**src/hdl/sphere_spot_burial_area_defines.svh**
```systemverilog
`ifndef SPHERE_SPOT_BURIAL_AREA_DEFINES_SVH
`define SPHERE_SPOT_BURIAL_AREA_DEFINES_SVH

// Same-cycle implication on the block clock, held off while reset is low.
`define SSBA_ASSERT_NOW(label, ante, cons) \
    label: assert property (@(posedge clk) disable iff (!rst_n) (ante) |-> (cons)) \
        else $error("ssba: check failed");

// Next-cycle implication on the block clock, held off while reset is low.
`define SSBA_ASSERT_NEXT(label, ante, cons) \
    label: assert property (@(posedge clk) disable iff (!rst_n) (ante) |=> (cons)) \
        else $error("ssba: check failed");

`endif

```
**src/hdl/ssba_pkg.sv**
```systemverilog
// ----------------------------------------------------------------------------
// ssba_pkg
// Shared types, codes and constants of the sphere spot burial area block.
// ----------------------------------------------------------------------------
package ssba_pkg;

    // Default sizing of the block.
    localparam int MAX_SPOTS_DEF  = 1024;
    localparam int COORD_BITS_DEF = 20;

    // Fixed field widths.
    localparam int OP_W          = 2;
    localparam int INDEX_W       = 10;
    localparam int RADIUS_W      = 16;
    localparam int SPOT_COUNT_W  = 11;
    localparam int COUNT_W       = 11;
    localparam int AREA_W        = 28;
    localparam int PADDR_W       = 3;
    localparam int PDATA_W       = 32;

    localparam logic [SPOT_COUNT_W-1:0] SPOT_COUNT_RESET = 11'd1024;
    localparam logic [COUNT_W-1:0]      COUNT_MAX        = 11'h7FF;
    localparam logic [AREA_W-1:0]       AREA_MAX         = 28'hFFFFFFF;

    // Four pi in unsigned Q24, rounded to nearest.
    localparam logic [AREA_W-1:0]       FOUR_PI_Q24      = 28'd210828714;

    // Largest coordinate difference that passes the far check.
    localparam int MAG_LIMIT = 65535;

    // Operation codes of an input item.
    typedef enum logic [OP_W-1:0] {
        OP_LOAD      = 2'd0,
        OP_TEST      = 2'd1,
        OP_TRANSLATE = 2'd2,
        OP_REPORT    = 2'd3
    } op_t;

    // Configuration register select (address bit 2).
    typedef enum logic {
        REG_OWN_RADIUS = 1'b0,
        REG_SPOT_COUNT = 1'b1
    } reg_sel_t;

    // Coordinate axis handled by the shared unit in one step.
    typedef enum logic [1:0] {
        AXIS_X = 2'd0,
        AXIS_Y = 2'd1,
        AXIS_Z = 2'd2
    } axis_t;

    // Control from the sequencer to the shared spot unit.
    typedef struct packed {
        logic  start;
        logic  step;
        logic  subtract;
        axis_t axis;
    } unit_ctrl_t;

    // Main sequencer states.
    typedef enum logic [3:0] {
        ST_CLEAR,
        ST_IDLE,
        ST_LOAD_RD,
        ST_LOAD_WR,
        ST_PREP,
        ST_AXIS_X,
        ST_AXIS_Y,
        ST_AXIS_Z,
        ST_WRITE,
        ST_AREA,
        ST_WAIT
    } top_state_t;

    // Area unit states.
    typedef enum logic [2:0] {
        AR_IDLE,
        AR_SQUARE,
        AR_SCALE,
        AR_ROUND,
        AR_PRODUCT,
        AR_DIVIDE,
        AR_DONE
    } area_state_t;

endpackage

```
**src/hdl/ssba_area_unit.sv**
```systemverilog
// ----------------------------------------------------------------------------
// ssba_area_unit
// Area unit: one shared multiplier for the radius square, the 4 pi scale
// and the count product, then a restoring divider by the live spot count.
// ----------------------------------------------------------------------------
module ssba_area_unit
    import ssba_pkg::*;
#(
    parameter int MAX_SPOTS = MAX_SPOTS_DEF
)
(
    input  logic                             clk,
    input  logic                             rst_n,
    input  logic                             start,
    input  logic                             ack,
    input  logic [RADIUS_W-1:0]              own_radius,
    input  logic [$clog2(MAX_SPOTS+1)-1:0]   count,
    input  logic [$clog2(MAX_SPOTS+1)-1:0]   live,
    output logic                             done,
    output logic [AREA_W-1:0]                total_area,
    output logic [AREA_W-1:0]                buried_area
);

    localparam int CNT_W  = $clog2(MAX_SPOTS + 1);
    localparam int DIV_W  = CNT_W + AREA_W;
    localparam int STEP_W = $clog2(DIV_W + 1);
    localparam int MUL_W  = 32;
    localparam int PROD_W = 2 * MUL_W;

    area_state_t state_reg;
    area_state_t state_next;

    logic [MUL_W-1:0]    mul_a;
    logic [MUL_W-1:0]    mul_b;
    logic [PROD_W-1:0]   product;
    logic [PROD_W-1:0]   rounded;
    logic [MUL_W-1:0]    round_hi;
    logic [CNT_W:0]      trial;
    logic                q_bit;
    logic [CNT_W-1:0]    rem_next;

    logic [PROD_W-1:0]   prod_reg;
    logic [AREA_W-1:0]   total_reg;
    logic [DIV_W-1:0]    quo_reg;
    logic [CNT_W-1:0]    rem_reg;
    logic [STEP_W-1:0]   step_reg;
    logic [RADIUS_W-1:0] radius_reg;
    logic [CNT_W-1:0]    count_reg;
    logic [CNT_W-1:0]    live_reg;

    // Next state.
    always_comb
    begin
        state_next = state_reg;
        unique case (state_reg)
            AR_IDLE:    if (start) state_next = AR_SQUARE;
            AR_SQUARE:  state_next = AR_SCALE;
            AR_SCALE:   state_next = AR_ROUND;
            AR_ROUND:   state_next = AR_PRODUCT;
            AR_PRODUCT: state_next = AR_DIVIDE;
            AR_DIVIDE:
            begin
                if (step_reg == STEP_W'(DIV_W - 1))
                begin
                    state_next = AR_DONE;
                end
            end
            AR_DONE:    if (ack) state_next = AR_IDLE;
            default:    state_next = AR_IDLE;
        endcase
    end

    // Multiplier operand select and done flag.
    always_comb
    begin
        mul_a = '0;
        mul_b = '0;
        done  = 1'b0;
        unique case (state_reg)
            AR_SQUARE:
            begin
                mul_a = MUL_W'(radius_reg);
                mul_b = MUL_W'(radius_reg);
            end
            AR_SCALE:
            begin
                mul_a = prod_reg[MUL_W-1:0];
                mul_b = MUL_W'(FOUR_PI_Q24);
            end
            AR_PRODUCT:
            begin
                mul_a = MUL_W'(count_reg);
                mul_b = MUL_W'(total_reg);
            end
            AR_DONE:
            begin
                done = 1'b1;
            end
            default:
            begin
                done = 1'b0;
            end
        endcase
    end

    assign product = PROD_W'(mul_a) * PROD_W'(mul_b);

    // Round to nearest and keep the integer part.
    assign rounded  = prod_reg + (PROD_W'(1) << (MUL_W - 1));
    assign round_hi = rounded[PROD_W-1:MUL_W];

    // One restoring division step.
    assign trial    = {rem_reg, quo_reg[DIV_W-1]};
    assign q_bit    = trial >= {1'b0, live_reg};
    assign rem_next = q_bit ? CNT_W'(trial - {1'b0, live_reg}) : trial[CNT_W-1:0];

    // State register.
    always_ff @(posedge clk or negedge rst_n)
    begin
        if (!rst_n)
        begin
            state_reg <= AR_IDLE;
        end
        else
        begin
            state_reg <= state_next;
        end
    end

    // Datapath registers.
    always_ff @(posedge clk)
    begin
        case (state_reg) inside
            AR_IDLE:
            begin
                if (start)
                begin
                    radius_reg <= own_radius;
                    count_reg  <= count;
                    live_reg   <= live;
                end
            end
            AR_SQUARE, AR_SCALE:
            begin
                prod_reg <= product;
            end
            AR_ROUND:
            begin
                total_reg <= (round_hi > MUL_W'(AREA_MAX)) ? AREA_MAX
                                                           : round_hi[AREA_W-1:0];
            end
            AR_PRODUCT:
            begin
                quo_reg  <= product[DIV_W-1:0];
                rem_reg  <= '0;
                step_reg <= '0;
            end
            AR_DIVIDE:
            begin
                rem_reg  <= rem_next;
                quo_reg  <= {quo_reg[DIV_W-2:0], q_bit};
                step_reg <= step_reg + 1'b1;
            end
            default:
            begin
            end
        endcase
    end

    // Buried area never exceeds the total.
    assign total_area  = total_reg;
    assign buried_area = (quo_reg > DIV_W'(total_reg)) ? total_reg : quo_reg[AREA_W-1:0];

endmodule

```
**config.mk**
```make
export PLATFORM = sky130hd
export DESIGN_NAME = ssba_area_unit
export DESIGN_NICKNAME = d
export VERILOG_FILES = /design/src/hdl/sphere_spot_burial_area_defines.svh /design/src/hdl/ssba_pkg.sv /design/src/hdl/ssba_area_unit.sv
export SDC_FILE = /design/constraint.sdc
export NUM_CORES = 2
export LEC_CHECK = 0
export ABC_AREA = 1
export BUFFER_PORTS_ARGS = -buffer_cell sky130_fd_sc_hd__clkbuf_2
export CELL_PAD_IN_SITES_DETAIL_PLACEMENT = 0
export CELL_PAD_IN_SITES_GLOBAL_PLACEMENT = 1
export CORE_ASPECT_RATIO = 2
export CORE_UTILIZATION = 51
export CTS_BUF_LIST = sky130_fd_sc_hd__clkbuf_4
export DETAILED_ROUTE_END_ITERATION = 6
export GPL_TIMING_DRIVEN = 0
export HOLD_SLACK_MARGIN = 0.15
export PLACE_DENSITY_LB_ADDON = 0.1
export SETUP_SLACK_MARGIN = 0.15
export SLEW_MARGIN = 20
export SYNTH_ARGS = -nofsm -noshare
export SYNTH_HDL_FRONTEND = slang
export SYNTH_SLANG_ARGS = --single-unit
```
**constraint.sdc**
```tcl
create_clock -name clk -period 7.35 [get_ports clk]
set_input_delay 1.1025 -clock clk [delete_from_list [all_inputs] [get_ports clk]]
set_output_delay 1.1025 -clock clk [all_outputs]
set_load 0.01 [all_outputs]
```
==> After elaboration in Yosys (flattened, before gate mapping) <==
Cells that the tools add are included.
{ "word_totals": {"latch_bits": 0, "out_inout_bits": 57, "n_memories": 0, "rom_bits": 0, "reg_bits": 189, "in_bits": 42, "elab_cells": 50, "ramBits": 0} }
{ "classes": {"add_sub_neg": 3, "n_mux": 13, "bitwise": 3, "magnitude_cmp": 3, "n_eq_ne": 10, "shifts": 0, "reduce_logical": 8, "n_mul": 1, "div": 0} }
{ "ops": {"columns": ["op", "count"], "rows": [
  ["$pmux W32 S3", 1],
  ["$pmux W28 S3", 1],
  ["$mux W39", 2],
  ["$add A64 B32 Y64 const B", 1],
  ["$mul A32 B32 Y64", 1],
  ["$gt A39 B28 Y1", 1],
  ["$gt A32 B28 Y1 const B", 1],
  ["$mux W28", 1],
  ["$mux W11", 2],
  ["$pmux W3 S7", 1],
  ["$ge A12 B11 Y1", 1],
  ["$sub A11 B11 Y11", 1],
  ["$eq A3 B3 Y1 const B", 3],
  ["$mux W3", 3],
  ["$add A6 B1 Y6 const B", 1],
  ["$eq A3 B2 Y1 const B", 2],
  ["$eq A6 B6 Y1 const B", 1],
  ["$mux W6", 1],
  ["$ne A2 B2 Y1 const B", 3],
  ["$reduce_and A3 Y1", 2],
  ["$reduce_and A2 Y1", 2],
  ["$reduce_and A4 Y1", 1],
  ["$eq A3 B1 Y1 const B", 1],
  ["$logic_not A3 Y1", 1],
  ["other kinds (4)", 6]
]} }

==> Longest topological paths before layout <==
{ "logic_depth": {"depth_word": 4, "depth_mapped": 38} }

==> Worst setup path after synthesis <==
Ideal clock, no wire load.
{ "synth_timing": {"path_kind": "reg-to-reg", "start": "register state_reg[2]", "end": "register prod_reg[57] (data pin)", "slack_ns": 0.663, "path_stages_with_launch": 30, "setup_time_ns": 0.252, "t_arrival_ns": 6.435, "period_less_slack_ns": 6.687, "path_cell_list": "dfrtp_1 -> nand2_2 -> inv_2 -> buf_6 -> a221o_1 -> buf_2 -> buf_2 -> nand2_1 -> inv_1 -> fa_1 -> fa_1 -> inv_1 -> fa_1 -> fa_1 -> inv_1 -> fa_1 -> fa_1 -> inv_1 -> fa_1 -> inv_1 -> ha_1 -> nand2_1 -> nor2_1 -> inv_1 -> o21ai_0 -> inv_1 -> nand3_1 -> nand3_1 -> nand3_1 -> nand2_1"} }
{ "synth_between": {"elab_chain_cells": 3} }
{ "synth_rtl": {"columns": ["element", "line", "source"], "rows": [
  ["start: declaration", "ssba_area_unit.sv:30", "area_state_t state_reg;"],
  ["start signal: assignment", "ssba_area_unit.sv:126", "state_reg <= state_next;"],
  ["$eq A3 B3 Y1, or another cell as far along", "ssba_area_unit.sv:79", "unique case (state_reg)"],
  ["$pmux W32 S3 / $pmux W28 S3 (equally long branches)", "ssba_area_unit.sv:79", null],
  ["$mul A32 B32 Y64 (*)", "ssba_area_unit.sv:106", "assign product = PROD_W'(mul_a) * PROD_W'(mul_b);"],
  ["via product[57]", "ssba_area_unit.sv:35", "logic [PROD_W-1:0] product;"],
  ["end signal: assignment", "ssba_area_unit.sv:145", "prod_reg <= product;"],
  ["end: declaration", "ssba_area_unit.sv:42", "logic [PROD_W-1:0] prod_reg;"]
]} }
Mark *: on every way through the listed nets, which the timed path passes. The rest lies on a longest branch.
A chain may end at the register's enable or synchronous reset.

==> Final worst setup path <==
{ "layout_timing": {"start": "register state_reg[0]", "end": "register prod_reg[47] (data pin)"} }
The elaborated chain is that of the path after synthesis.

==> impl_metrics.ini <==
[status]
outcome = finished with violations
failed_checks = design-rule violations

[clock_tree]
ctsHoldBuffers = 0
clk_pin_slew_ns = 0.18
cts.path.max_buffers = 2
numClockSinks = 188
cts_made_buffers = 17
clock_latency_ns = 0.65
cts_tree = built
htree_levels = 4
root_buffer = clkbuf_4

[critical_path]
critPathCaptureType = flop
critPathCapture = prod_reg[47]$_DFFE_PP_
r2r_setup_slack_ns = 0.02
reg2reg_from = state_reg[0]$_DFFE_PN0P_
cp.required_ns = 7.72
cpMaxStageDelayCell = fa_2
rr_worst_depth = 31
critical-path-max-stage-delay_ns = 0.76
critPathLaunch = state_reg[0]$_DFFE_PN0P_
arrival_ns = 7.70
r2r-end = prod_reg[47]$_DFFE_PP_
worstPathMaxFanout = 7
start_kind = flop
setup.worst_path.class = reg2reg
worst_path_most_repeated_cell = fa_1

[global_routing]
grt-ovfl-total = 0
antenna_found_initial = 7
grt_pass1_vias = 33980
grt_start_max_net_pins = 30
grt_usage_pct = 38.30
grt_first_pass_wirelength_um = 207900

[placed_design]
post-place-cells = 6044
dp_hpwl_um = 118900
place_area_mm2 = 0.04189
gp_congestion = 0.9914
dp_slack_ns = -1.238
portBuffers = 98

[hold_path]
hold_path_class = in2async

[cells_and_area]
syn_to_final_growth_pct = 20.02
fin_cells = 6218
n_fill_cell = 6996
multi_input_area_mm2 = 0.03083
largest_reg_flops = 63
seqCellArea_mm2 = 0.005633
design_area_mm2 = 0.04677
layout.nets = 6279
drive_gt1_share_pct = 17.49

[floorplan]
dieArea_mm2 = 0.07759
fp.coreArea_mm2 = 0.07586
num_rows = 143
start_util_pct = 51.37
dieHeight_um = 392.9
ios = 99
dieWidth_um = 197.5

[detailed_routing]
wire_per_inst_um = 23.11
dr.pass1.iters = 7
ant_nets = 0
drt_wl_total_um = 143700
first_iter_violations = 1811
num_vias = 31760
drc = 1
viasPerCell = 5.107

[synthesis]
synth_top_cell_by_area = fa_1
async_flop_share_pct = 1.596
ys_seq_area_share_pct = 14.45
synth_area_leaders = fa_1 40%, edfxtp_1 14%, inv_1 14%
syn_avg_cell_area_um2 = 8.333
synth-seq-cells = 188
dominantRegCellSynth = edfxtp_1
syn_inst = 4677
synth_edf_count = 185
yosysMostFrequentCell = inv_1
synth.top_cell.area_share_pct = 40.12
syn_area_mm2 = 0.03897
yosysWarnings = 0
synth_common_cells = 1405 x inv_1, 1126 x nand2_1, 781 x fa_1
synth.lib_cells_used.distinct = 48

[sta]
max_freq_ghz = 0.1365
setup_viol = 0
finClkSkew_ns = 0.04332
rsz0062_at_grt = true
relSlewSlack_pct = 21.36
fin_crit_ns = 7.329
tightest_slew_ns = 1.180
worst_slack_ns = 0.02144
fin_crit_sh_pct = 99.71
hold_viol = 0
slew_viol_final = 0

[job]
max_cap_viol_count = 0
placed cells by master, fill, tap and decap left out, types with 48 or more instances in the layout:
master / n
buf_4: 124
nand3_1: 112
a21oi_1: 61
inv_2: 61
ha_1: 232
clkbuf_2: 105
fa_1: 746
edfxtp_1: 185
nor2_1: 166
nand2_2: 100
nand2_1: 984
nor2_4: 48
inv_1: 1336
conb_1: 248
layer usage:
metal	track usage (%)	wire length (um)	up-vias
li1	-	-	14300
met1	33.78	41750	15790
met2	70.36	76210	1081
met3	7.692	8054	578
met4	37.59	17610	8
met5	0	44	-
stage by stage:
step,util [%],setup TNS [ns],hold slack (ns)
6_report,61.65,0,0.2181
5_1_grt,61.65,-2.431,0.1973
4_1_cts,59.68,0,0.1963
3_5_place_dp,55.21,-70.26,0.5280
3_3_place_gp,54.91,-72.82,0.5277
2_1_floorplan,-,0,0.5117
logic make-up (layout without fill, tap and decap cells):
group | Yosys count | count (layout) | synth area share, %
XOR/XNOR | 52 | 52 | 1.169
other | 2 | 249 | 0.01927
flip-flops | 188 | 188 | 14.45
AND/OR/NAND/NOR | 1649 | 1649 | 17.45
AO/OA/AOI/OAI | 205 | 205 | 2.918
adder cells (fa/ha/maj) | 1048 | 1048 | 48.69
buffers and inverters | 1533 | 1812 | 15.30
area by class of cell:
| class | count | share of cell area, % |
|---|---|---|
| inverter | 1415 | 11.45 |
| clock buffer | 17 | 0.2729 |
| antenna | 1 | 0.005350 |
| buffer | 118 | 2.648 |
| multi-input combinational | 3202 | 65.92 |
| timing repair buffer | 247 | 4.572 |
| clock inverter | 15 | 0.3745 |
| tap | 1015 | 2.715 |
| sequential | 188 | 12.04 |
worst min path at each step:
stage | cells after the start | end | slack [ns] | from
floorplan | 2 | quo_reg[35]$_DFFE_PP_ | 0.51 | quo_reg[34]$_DFFE_PP_
global placement | 2 | quo_reg[35]$_DFFE_PP_ | 0.53 | quo_reg[34]$_DFFE_PP_
detailed placement | 2 | quo_reg[35]$_DFFE_PP_ | 0.53 | quo_reg[34]$_DFFE_PP_
CTS | 1 | state_reg[2]$_DFFE_PN0P_ | 0.20 | rst_n
global route | 1 | state_reg[2]$_DFFE_PN0P_ | 0.20 | rst_n
finish | 1 | state_reg[2]$_DFFE_PN0P_ | 0.22 | rst_n
timing repair:
item                                    in CTS  in global routing
resized for setup                          574                303
pin swaps                                  118                149
endpoints found under the setup margin      78                 75
gates cloned                                 4                  2
setup buffers                               94                 41
critical path: cells and delay by family (launching register included):
| family | cells | cell delay [ns] |
|---|---|---|
| flops | 1 | 0.44 |
| fa+ha+maj | 8 | 3.89 |
| buf+inv | 10 | 1.11 |
| compound gates | 4 | 0.69 |
| simple gates | 9 | 0.90 |
Power is not shown: default switching activity piles up to over one toggle a cycle in this logic, so the estimate is an artifact.
