### src/hdl/sphere_spot_burial_area_defines.svh
`ifndef SPHERE_SPOT_BURIAL_AREA_DEFINES_SVH
`define SPHERE_SPOT_BURIAL_AREA_DEFINES_SVH

// Same-cycle implication on the block clock, held off while reset is low.
`define SSBA_ASSERT_NOW(label, ante, cons) \
    label: assert property (@(posedge clk) disable iff (!rst_n) (ante) |-> (cons)) \
        else $error("ssba: check failed");

// Next-cycle implication on the block clock, held off while reset is low.
`define SSBA_ASSERT_NEXT(label, ante, cons) \
    label: assert property (@(posedge clk) disable iff (!rst_n) (ante) |=> (cons)) \
        else $error("ssba: check failed");

`endif

### src/hdl/ssba_pkg.sv
// ----------------------------------------------------------------------------
// ssba_pkg
// Shared types, codes and constants of the sphere spot burial area block.
// ----------------------------------------------------------------------------
package ssba_pkg;

    // Default sizing of the block.
    localparam int MAX_SPOTS_DEF  = 1024;
    localparam int COORD_BITS_DEF = 20;

    // Fixed field widths.
    localparam int OP_W          = 2;
    localparam int INDEX_W       = 10;
    localparam int RADIUS_W      = 16;
    localparam int SPOT_COUNT_W  = 11;
    localparam int COUNT_W       = 11;
    localparam int AREA_W        = 28;
    localparam int PADDR_W       = 3;
    localparam int PDATA_W       = 32;

    localparam logic [SPOT_COUNT_W-1:0] SPOT_COUNT_RESET = 11'd1024;
    localparam logic [COUNT_W-1:0]      COUNT_MAX        = 11'h7FF;
    localparam logic [AREA_W-1:0]       AREA_MAX         = 28'hFFFFFFF;

    // Four pi in unsigned Q24, rounded to nearest.
    localparam logic [AREA_W-1:0]       FOUR_PI_Q24      = 28'd210828714;

    // Largest coordinate difference that passes the far check.
    localparam int MAG_LIMIT = 65535;

    // Operation codes of an input item.
    typedef enum logic [OP_W-1:0] {
        OP_LOAD      = 2'd0,
        OP_TEST      = 2'd1,
        OP_TRANSLATE = 2'd2,
        OP_REPORT    = 2'd3
    } op_t;

    // Configuration register select (address bit 2).
    typedef enum logic {
        REG_OWN_RADIUS = 1'b0,
        REG_SPOT_COUNT = 1'b1
    } reg_sel_t;

    // Coordinate axis handled by the shared unit in one step.
    typedef enum logic [1:0] {
        AXIS_X = 2'd0,
        AXIS_Y = 2'd1,
        AXIS_Z = 2'd2
    } axis_t;

    // Control from the sequencer to the shared spot unit.
    typedef struct packed {
        logic  start;
        logic  step;
        logic  subtract;
        axis_t axis;
    } unit_ctrl_t;

    // Main sequencer states.
    typedef enum logic [3:0] {
        ST_CLEAR,
        ST_IDLE,
        ST_LOAD_RD,
        ST_LOAD_WR,
        ST_PREP,
        ST_AXIS_X,
        ST_AXIS_Y,
        ST_AXIS_Z,
        ST_WRITE,
        ST_AREA,
        ST_WAIT
    } top_state_t;

    // Area unit states.
    typedef enum logic [2:0] {
        AR_IDLE,
        AR_SQUARE,
        AR_SCALE,
        AR_ROUND,
        AR_PRODUCT,
        AR_DIVIDE,
        AR_DONE
    } area_state_t;

endpackage

### src/hdl/ssba_spot_unit.sv
// ----------------------------------------------------------------------------
// ssba_spot_unit
// Shared coordinate unit: one adder, one squarer and an accumulator, used
// once per axis for the neighbor distance test or the saturating shift.
// ----------------------------------------------------------------------------
module ssba_spot_unit
    import ssba_pkg::*;
#(
    parameter int COORD_BITS = COORD_BITS_DEF
)
(
    input  logic                         clk,
    input  unit_ctrl_t                   ctrl,
    input  logic [RADIUS_W-1:0]          radius,
    input  logic [3*COORD_BITS:0]        spot_word,
    input  logic signed [COORD_BITS-1:0] pos_x,
    input  logic signed [COORD_BITS-1:0] pos_y,
    input  logic signed [COORD_BITS-1:0] pos_z,
    output logic                         near,
    output logic [3*COORD_BITS-1:0]      new_coords
);

    localparam int SUM_W = COORD_BITS + 1;
    localparam int EXT_W = (SUM_W > RADIUS_W + 1) ? SUM_W : RADIUS_W + 1;
    localparam int SQ_W  = 2 * RADIUS_W;
    localparam int ACC_W = SQ_W + 2;

    localparam logic signed [COORD_BITS-1:0] COORD_HI = {1'b0, {(COORD_BITS-1){1'b1}}};
    localparam logic signed [COORD_BITS-1:0] COORD_LO = {1'b1, {(COORD_BITS-1){1'b0}}};

    logic signed [COORD_BITS-1:0] spot_c;
    logic signed [COORD_BITS-1:0] ref_c;
    logic signed [SUM_W-1:0]      sum;
    logic [SUM_W-1:0]             mag;
    logic [EXT_W-1:0]             mag_ext;
    logic                         far_now;
    logic [RADIUS_W-1:0]          sq_in;
    logic [SQ_W-1:0]              sq;
    logic signed [COORD_BITS-1:0] sat_c;

    logic [ACC_W-1:0]             acc_reg;
    logic                         far_reg;
    logic [SQ_W-1:0]              r2_reg;
    logic signed [COORD_BITS-1:0] new_x_reg;
    logic signed [COORD_BITS-1:0] new_y_reg;
    logic signed [COORD_BITS-1:0] new_z_reg;

    // Pick the coordinate pair for this axis.
    always_comb
    begin
        unique case (ctrl.axis)
            AXIS_X:
            begin
                spot_c = spot_word[COORD_BITS:1];
                ref_c  = pos_x;
            end
            AXIS_Y:
            begin
                spot_c = spot_word[2*COORD_BITS:COORD_BITS+1];
                ref_c  = pos_y;
            end
            default:
            begin
                spot_c = spot_word[3*COORD_BITS:2*COORD_BITS+1];
                ref_c  = pos_z;
            end
        endcase
    end

    // Difference for the test, sum for the shift.
    assign sum = ctrl.subtract ? (SUM_W'(spot_c) - SUM_W'(ref_c))
                               : (SUM_W'(spot_c) + SUM_W'(ref_c));

    // Magnitude and the far check.
    assign mag     = sum[SUM_W-1] ? (~sum + 1'b1) : sum;
    assign mag_ext = EXT_W'(mag);
    assign far_now = mag_ext > EXT_W'(MAG_LIMIT);

    // The squarer serves the radius at start and the axis difference after.
    assign sq_in = ctrl.start ? radius : mag_ext[RADIUS_W-1:0];
    assign sq    = SQ_W'(sq_in) * SQ_W'(sq_in);

    // Saturate the shifted coordinate to the signed range.
    always_comb
    begin
        if (sum[SUM_W-1] != sum[SUM_W-2])
        begin
            sat_c = sum[SUM_W-1] ? COORD_LO : COORD_HI;
        end
        else
        begin
            sat_c = sum[COORD_BITS-1:0];
        end
    end

    // Accumulator, far flag and radius square.
    always_ff @(posedge clk)
    begin
        if (ctrl.start)
        begin
            r2_reg <= sq;
        end
        else if (ctrl.step)
        begin
            if (ctrl.axis == AXIS_X)
            begin
                acc_reg <= ACC_W'(sq);
                far_reg <= far_now;
            end
            else
            begin
                acc_reg <= acc_reg + ACC_W'(sq);
                far_reg <= far_reg | far_now;
            end
        end
    end

    // Shifted coordinates, one axis per step.
    always_ff @(posedge clk)
    begin
        if (ctrl.step)
        begin
            case (ctrl.axis)
                AXIS_X:  new_x_reg <= sat_c;
                AXIS_Y:  new_y_reg <= sat_c;
                default: new_z_reg <= sat_c;
            endcase
        end
    end

    assign near       = !far_reg && (acc_reg < ACC_W'(r2_reg));
    assign new_coords = {new_z_reg, new_y_reg, new_x_reg};

endmodule

### config.mk
export PLATFORM = sky130hd
export DESIGN_NAME = ssba_spot_unit
export DESIGN_NICKNAME = d
export VERILOG_FILES = /design/src/hdl/sphere_spot_burial_area_defines.svh /design/src/hdl/ssba_pkg.sv /design/src/hdl/ssba_spot_unit.sv
export SDC_FILE = /design/constraint.sdc
export NUM_CORES = 1
export LEC_CHECK = 0
export ABC_CLOCK_PERIOD_IN_PS = 17500
export BUFFER_PORTS_ARGS = -buffer_cell sky130_fd_sc_hd__clkbuf_2
export CORE_MARGIN = 2
export CORE_UTILIZATION = 40
export DETAILED_ROUTE_END_ITERATION = 16
export PLACE_DENSITY = 0.7
export SYNTH_ARGS = -nofsm -noshare
export SYNTH_HDL_FRONTEND = slang
export SYNTH_SLANG_ARGS = --single-unit
### constraint.sdc
create_clock -name clk -period 17.5 [get_ports clk]
set_input_delay 0.875 -clock clk [delete_from_list [all_inputs] [get_ports clk]]
set_output_delay 0.875 -clock clk [all_outputs]
set_load 0.05 [all_outputs]
### Yosys cells after proc, flatten, opt, wreduce, memory -nomap -nowiden

Index checks and enable logic that the tools add are counted.

* flip-flop bits (word level): 127
* input bits: 143
* output and inout port bits: 61
* word-level logic and storage cells: 37

* add/sub/neg operators: 4
* multipliers: 1
* $lt $le $gt $ge: 2
* equality and inequality tests: 2
* multiplexer cells: 9
* bitwise operators: 4
* reduce and logical (&&, ||, !) cells: 8

Operators by type and width (count)
* 20-bit one-hot mux with 2 select lines: 2
* 21-bit two-way mux: 2
* 20-bit two-way mux: 2
* 34-bit by 32-bit adder with 34-bit output: 1
* 34-bit by 32-bit less-than comparator with 1-bit output: 1
* 16-bit by 16-bit multiplier with 32-bit output: 1
* 32-bit two-way mux: 1
* 20-bit by 20-bit adder with 21-bit output: 1
* 21-bit by 1-bit adder with 21-bit output, second input constant: 1
* 21-bit by 16-bit > comparator with 1-bit output, second input constant: 1
* 21-bit inverter: 1
* 20-bit by 20-bit subtractor with 21-bit output: 1
* 16-bit two-way mux: 1
* 2-bit AND reduction: 4
* 2-bit by 1-bit == test with 1-bit output, second input constant: 1
* 2-bit zero test: 1
* 1-bit inverter: 2
* 2-bit OR reduction: 1
* 1-bit logical AND: 1
* 1-bit zero test: 1
* 1-bit two-way mux: 1
* 1-bit != test: 1
* 1-bit OR: 1

### Longest topological paths before layout

* depth after elaboration: 11
* gate-level depth with buffers: 62
* gate-level depth less buffers: 57

### Worst setup path after synthesis

OpenSTA, ideal clock, no wires.

* kind: input to register
* start point: in ctrl[1] (netlist bit)
* end point: reg acc_reg[30], data pin
* setup time: 260 ps
* data arrival time: 12159 ps
* slack: 5081 ps
* cell stages on the path: 53
* path buffers: 6
* cells stage by stage: buf_4 -> buf_2 -> clkbuf_1 -> nor2_1 -> a21oi_1 -> ha_1 -> nand2_1 -> nor3_1 -> a21oi_1 -> xor2_1 -> ha_1 -> clkbuf_1 -> and4_1 -> nand2_1 -> o21ai_0 -> a21o_1 -> o41a_1 -> a31oi_1 -> [... 17 more ...] -> inv_1 -> ha_1 -> inv_1 -> nor2_1 -> and3_1 -> o211ai_1 -> a2111oi_0 -> nor3_1 -> xnor2_1 -> ha_1 -> nand2_1 -> o21ai_0 -> o21ai_0 -> o311a_1 -> o21a_1 -> o21ai_0 -> xor2_1 -> mux2_2

* word-level cells in the longest chain between the ends: 11

RTL lines
* start: declaration: line ssba_spot_unit.sv:13 `input unit_ctrl_t ctrl,`
* 2-bit by 1-bit == test with 1-bit output / 2-bit zero test (equally long branches): line ssba_spot_unit.sv:51 `unique case (ctrl.axis)`
* 20-bit one-hot mux with 2 select lines: line ssba_spot_unit.sv:51
* 20-bit by 20-bit adder with 21-bit output / 20-bit by 20-bit subtractor with 21-bit output (equally long branches): line ssba_spot_unit.sv:72, ssba_spot_unit.sv:71
* 21-bit two-way mux *: line ssba_spot_unit.sv:71 `assign sum = ctrl.subtract ? (SUM_W'(spot_c) - SUM_W'(ref_c))`
* 21-bit inverter: line ssba_spot_unit.sv:75 `assign mag = sum[SUM_W-1] ? (~sum + 1'b1) : sum;`
* 21-bit by 1-bit adder with 21-bit output: line ssba_spot_unit.sv:75
* 21-bit two-way mux *: line ssba_spot_unit.sv:75
* 16-bit two-way mux *: line ssba_spot_unit.sv:80 `assign sq_in = ctrl.start ? radius : mag_ext[RADIUS_W-1:0];`
* 16-bit by 16-bit multiplier with 32-bit output *: line ssba_spot_unit.sv:81 `assign sq = SQ_W'(sq_in) * SQ_W'(sq_in);`
* net sq[21]: line ssba_spot_unit.sv:38 `logic [SQ_W-1:0] sq;`
* 34-bit by 32-bit adder with 34-bit output *: line ssba_spot_unit.sv:112 `acc_reg <= acc_reg + ACC_W'(sq);`
* 32-bit two-way mux *: line ssba_spot_unit.sv:105 `if (ctrl.axis == AXIS_X)`
* end signal: assignment: line ssba_spot_unit.sv:107 `acc_reg <= ACC_W'(sq);`
* end signal: assignment: line ssba_spot_unit.sv:112
* end: declaration: line ssba_spot_unit.sv:41 `logic [ACC_W-1:0] acc_reg;`

The timed path passes the listed nets; every way through them passes the cells marked *.
A chain may end at the register's enable or synchronous reset.

### Worst setup path in the final report

* start point: in ctrl[0] (netlist bit)
* end point: reg acc_reg[29], data pin

Same word-level chain as after synthesis.

==> results.py <==
metrics = {
    "status": {
        "status": "complete, no violations",
    },
    "setup_path": {
        "cp_data_required_time_ns": 17.67,
        "worstSetupPathType": "in2reg",
        "cp-startpoint": "ctrl[0]",
        "regToRegEndpoint": "acc_reg[30]",
        "path_common_cell": "fa_1",
        "startpoint_type": "primary input",
        "end_kind": "flip-flop",
        "crit_arrival_ns": 14.77,
        "r2r_cells": 13,
        "rrSetupSlack_ns": 13.62,
        "max_stage_delay_ns": 0.76,
        "cpMaxStageDelayCell": "xor2_4",
        "crit_path_max_fanout": 43,
        "worstSetupEndpoint": "acc_reg[29]",
        "worstReg2RegStart": "acc_reg[0]",
    },
    "timing": {
        "finClkSkew_ns": 0.0106,
        "maxSlewHeadroom_pct": 22.4,
        "fin_crit_ns": 14.60,
        "fin_crit_sh_pct": 83.4,
        "final-max-slew-violation-count": 0,
        "tns_ns": 0,
        "worst_pin_slew_ns": 1.16,
        "rsz0062_at_grt": "false",
        "setup_viol": 0,
        "finalHoldViolations": 0,
        "fmax_ghz": 0.0685,
    },
    "global_routing": {
        "grtUsageTotal_pct": 19.8,
        "overflow": 0,
        "grt_max_degree": 67,
        "grt_pass1_vias": 14154,
        "antenna_found_initial": 3,
        "grt_pass1_wl_um": 70200,
    },
    "logic_synthesis": {
        "synth_nets": 2340,
        "yosysUniqueCellTypes": 83,
        "yosys.area_share.xor_xnor_pct": 5.02,
        "yosys.area_share.simple_pct": 13.1,
        "synth_mux_area_share_pct": 4.91,
        "yosysSeqAreaShare_pct": 22.1,
        "synth_edf_count": 126,
        "synth_flop_cell": "edfxtp_1",
        "yosys.area.top_type_share_pct": 22.1,
        "syn_area_um2": 17100,
        "synth-async-reset-ratio_pct": 0,
        "ys_warn_count": 0,
        "syn_inst": 1844,
        "syn_area_per_cell_um2": 9.29,
        "synth_top_family_by_area": "adder cells",
        "synth_top_area_cell": "edfxtp_1",
        "synthAdderAreaFrac_pct": 33.8,
        "synth-compound-area-share_pct": 12.6,
        "synth_area_leaders": "edfxtp_1, fa_1, ha_1, inv_1, nor2_1",
        "synth_seq_cells": 126,
    },
    "die": {
        "rows": 75,
        "core_region_area_um2": 42100,
        "die-area_um2": 44500,
        "die_width_um": 211,
        "start_util_pct": 40.7,
        "die_y_um": 211,
        "io-pin-count": 204,
    },
    "worst_hold_path": {
        "hp-start": "acc_reg[33]",
        "min_path_type": "reg2reg",
    },
    "drt": {
        "wl_met3_um": 1780,
        "m1WireLength_um": 18500,
        "num_vias": 13641,
        "routed_wl_um": 42800,
        "via_per_inst": 5.30,
        "top_layer_used": "met4",
        "dr.pass1.iters": 5,
        "wl_per_cell_um": 16.6,
        "ant_nets": 0,
        "drc": 0,
        "met2_length_um": 21000,
        "dr.first_iter.drc_count": 798,
    },
    "run": {
        "cap_viol_max_count": 0,
    },
    "clock_network": {
        "postCtsHoldBufs": 0,
        "ctsResizeCount": 0,
        "h-tree-depth": 4,
        "numCtsBuffers": 17,
        "cts_setup_buffers": 0,
        "clk_pin_slew_worst_paths_ns": 0.06,
        "cts_sinks": 126,
        "clk_path_buf_depth": 2,
        "cts_tree": "done",
        "clkLatencyLatePin_ns": 0.43,
        "root_buffer": "clkbuf_16",
    },
    "finish": {
        "ff_latch_area_um2": 3780,
        "nFillCells": 3944,
        "largest_register_ffs": 34,
        "syn2layout_area_growth_pct": 12.3,
        "final_cell_mix": "inv_1, clkbuf_2, ha_1, nor2_1, fa_1",
        "final_common_cell": "inv_1",
        "drive_gt1_share_pct": 15.4,
        "nets": 2517,
        "multi_input_area_um2": 11900,
    },
    "placed_design": {
        "place_congestion": 0.912,
        "dp_hpwl_um": 34600,
        "io_buffers": 202,
    },
}
-- cells in the mapped netlist, drive strengths merged (3+ instances only) --
master and count:
o311a 3, nand3 22, buf 32, inv 300
o31ai 9, or4 7, a211o 3, mux2 25
and2 7, a21o 47, o31a 4, xor2 41
o21a 18, o21ai 73, o311ai 3, and3 13
or3 9, clkbuf 25, mux2i 49, a221oi 6
a21oi 93, ha 188, a31oi 14, clkinv 3
nand2 154, nand2b 23, nand4 7, maj3 14
nor2 185, nor2b 16, or2 5, edfxtp 126
and4 3, xnor2 55, fa 165, nor3 25
a21boi 6, nor4 8, a211oi 14, o211ai 11
o21bai 9
-- worst min-delay path by stage --
stage	to	slack, ns	depth (start not counted)
CTS	acc_reg[33]	0.65	2
detailed placement	acc_reg[33]	0.64	2
global placement	acc_reg[33]	0.62	2
floorplan	far_reg	0.56	2
global route	acc_reg[33]	0.71	2
finish	acc_reg[33]	0.65	2
-- through the flow --
step                instances  util [%]  cell area (µm²)  setup WS, ns  hold slack (ns)
floorplan                1844         -            17100          5.08            0.559
global placement         2541      44.2            18600          2.81            0.624
detailed placement       2541      44.2            18600          2.63            0.639
CTS                      2573      45.6            19200          3.06            0.654
global route             2576      45.6            19200          1.92            0.713
finish                   2576      45.6            19200          2.90            0.652
-- area by class of cell --
class | instances | area share [%]
multi-input cells | 1358 | 62.0
flip-flops and latches | 126 | 19.7
inverters | 303 | 5.93
repair buffers | 215 | 5.76
well taps | 539 | 3.51
clock buffers | 17 | 2.21
clock inverters | 15 | 0.885
diodes | 3 | 0.0390
-- worst max-delay path: cells and delay by family --
family                     cells  cell delay [ns]
xor gates and xnor gates       4             1.32
AOI/OAI and AO/OA             15             3.86
buffers and inverters          8             1.41
adders and majority gates      9             4.02
muxes                          3             1.28
and+or+nand+nor               11             1.97
-- metal layers --
metal,up-vias,global-route usage (%)
met1,6664,25.0
met4,0,8.28
met2,326,34.4
li1,6561,-
met5,-,0
met3,90,2.08
-- cell families (layout without fill, tap and decap cells) --
| family | count (synthesis) | in the layout |
|---|---|---|
| and+or+nand+nor | 490 | 490 |
| adders and majority gates | 367 | 367 |
| buffers and inverters | 360 | 550 |
| AOI/OAI and AO/OA | 331 | 331 |
| DFF | 126 | 126 |
| xor gates and xnor gates | 96 | 96 |
| muxes | 74 | 74 |
| other | 0 | 3 |
Power is left out: the tool's default activity adds up to more than one toggle a clock period on the data nets, which glitch-free logic cannot reach.
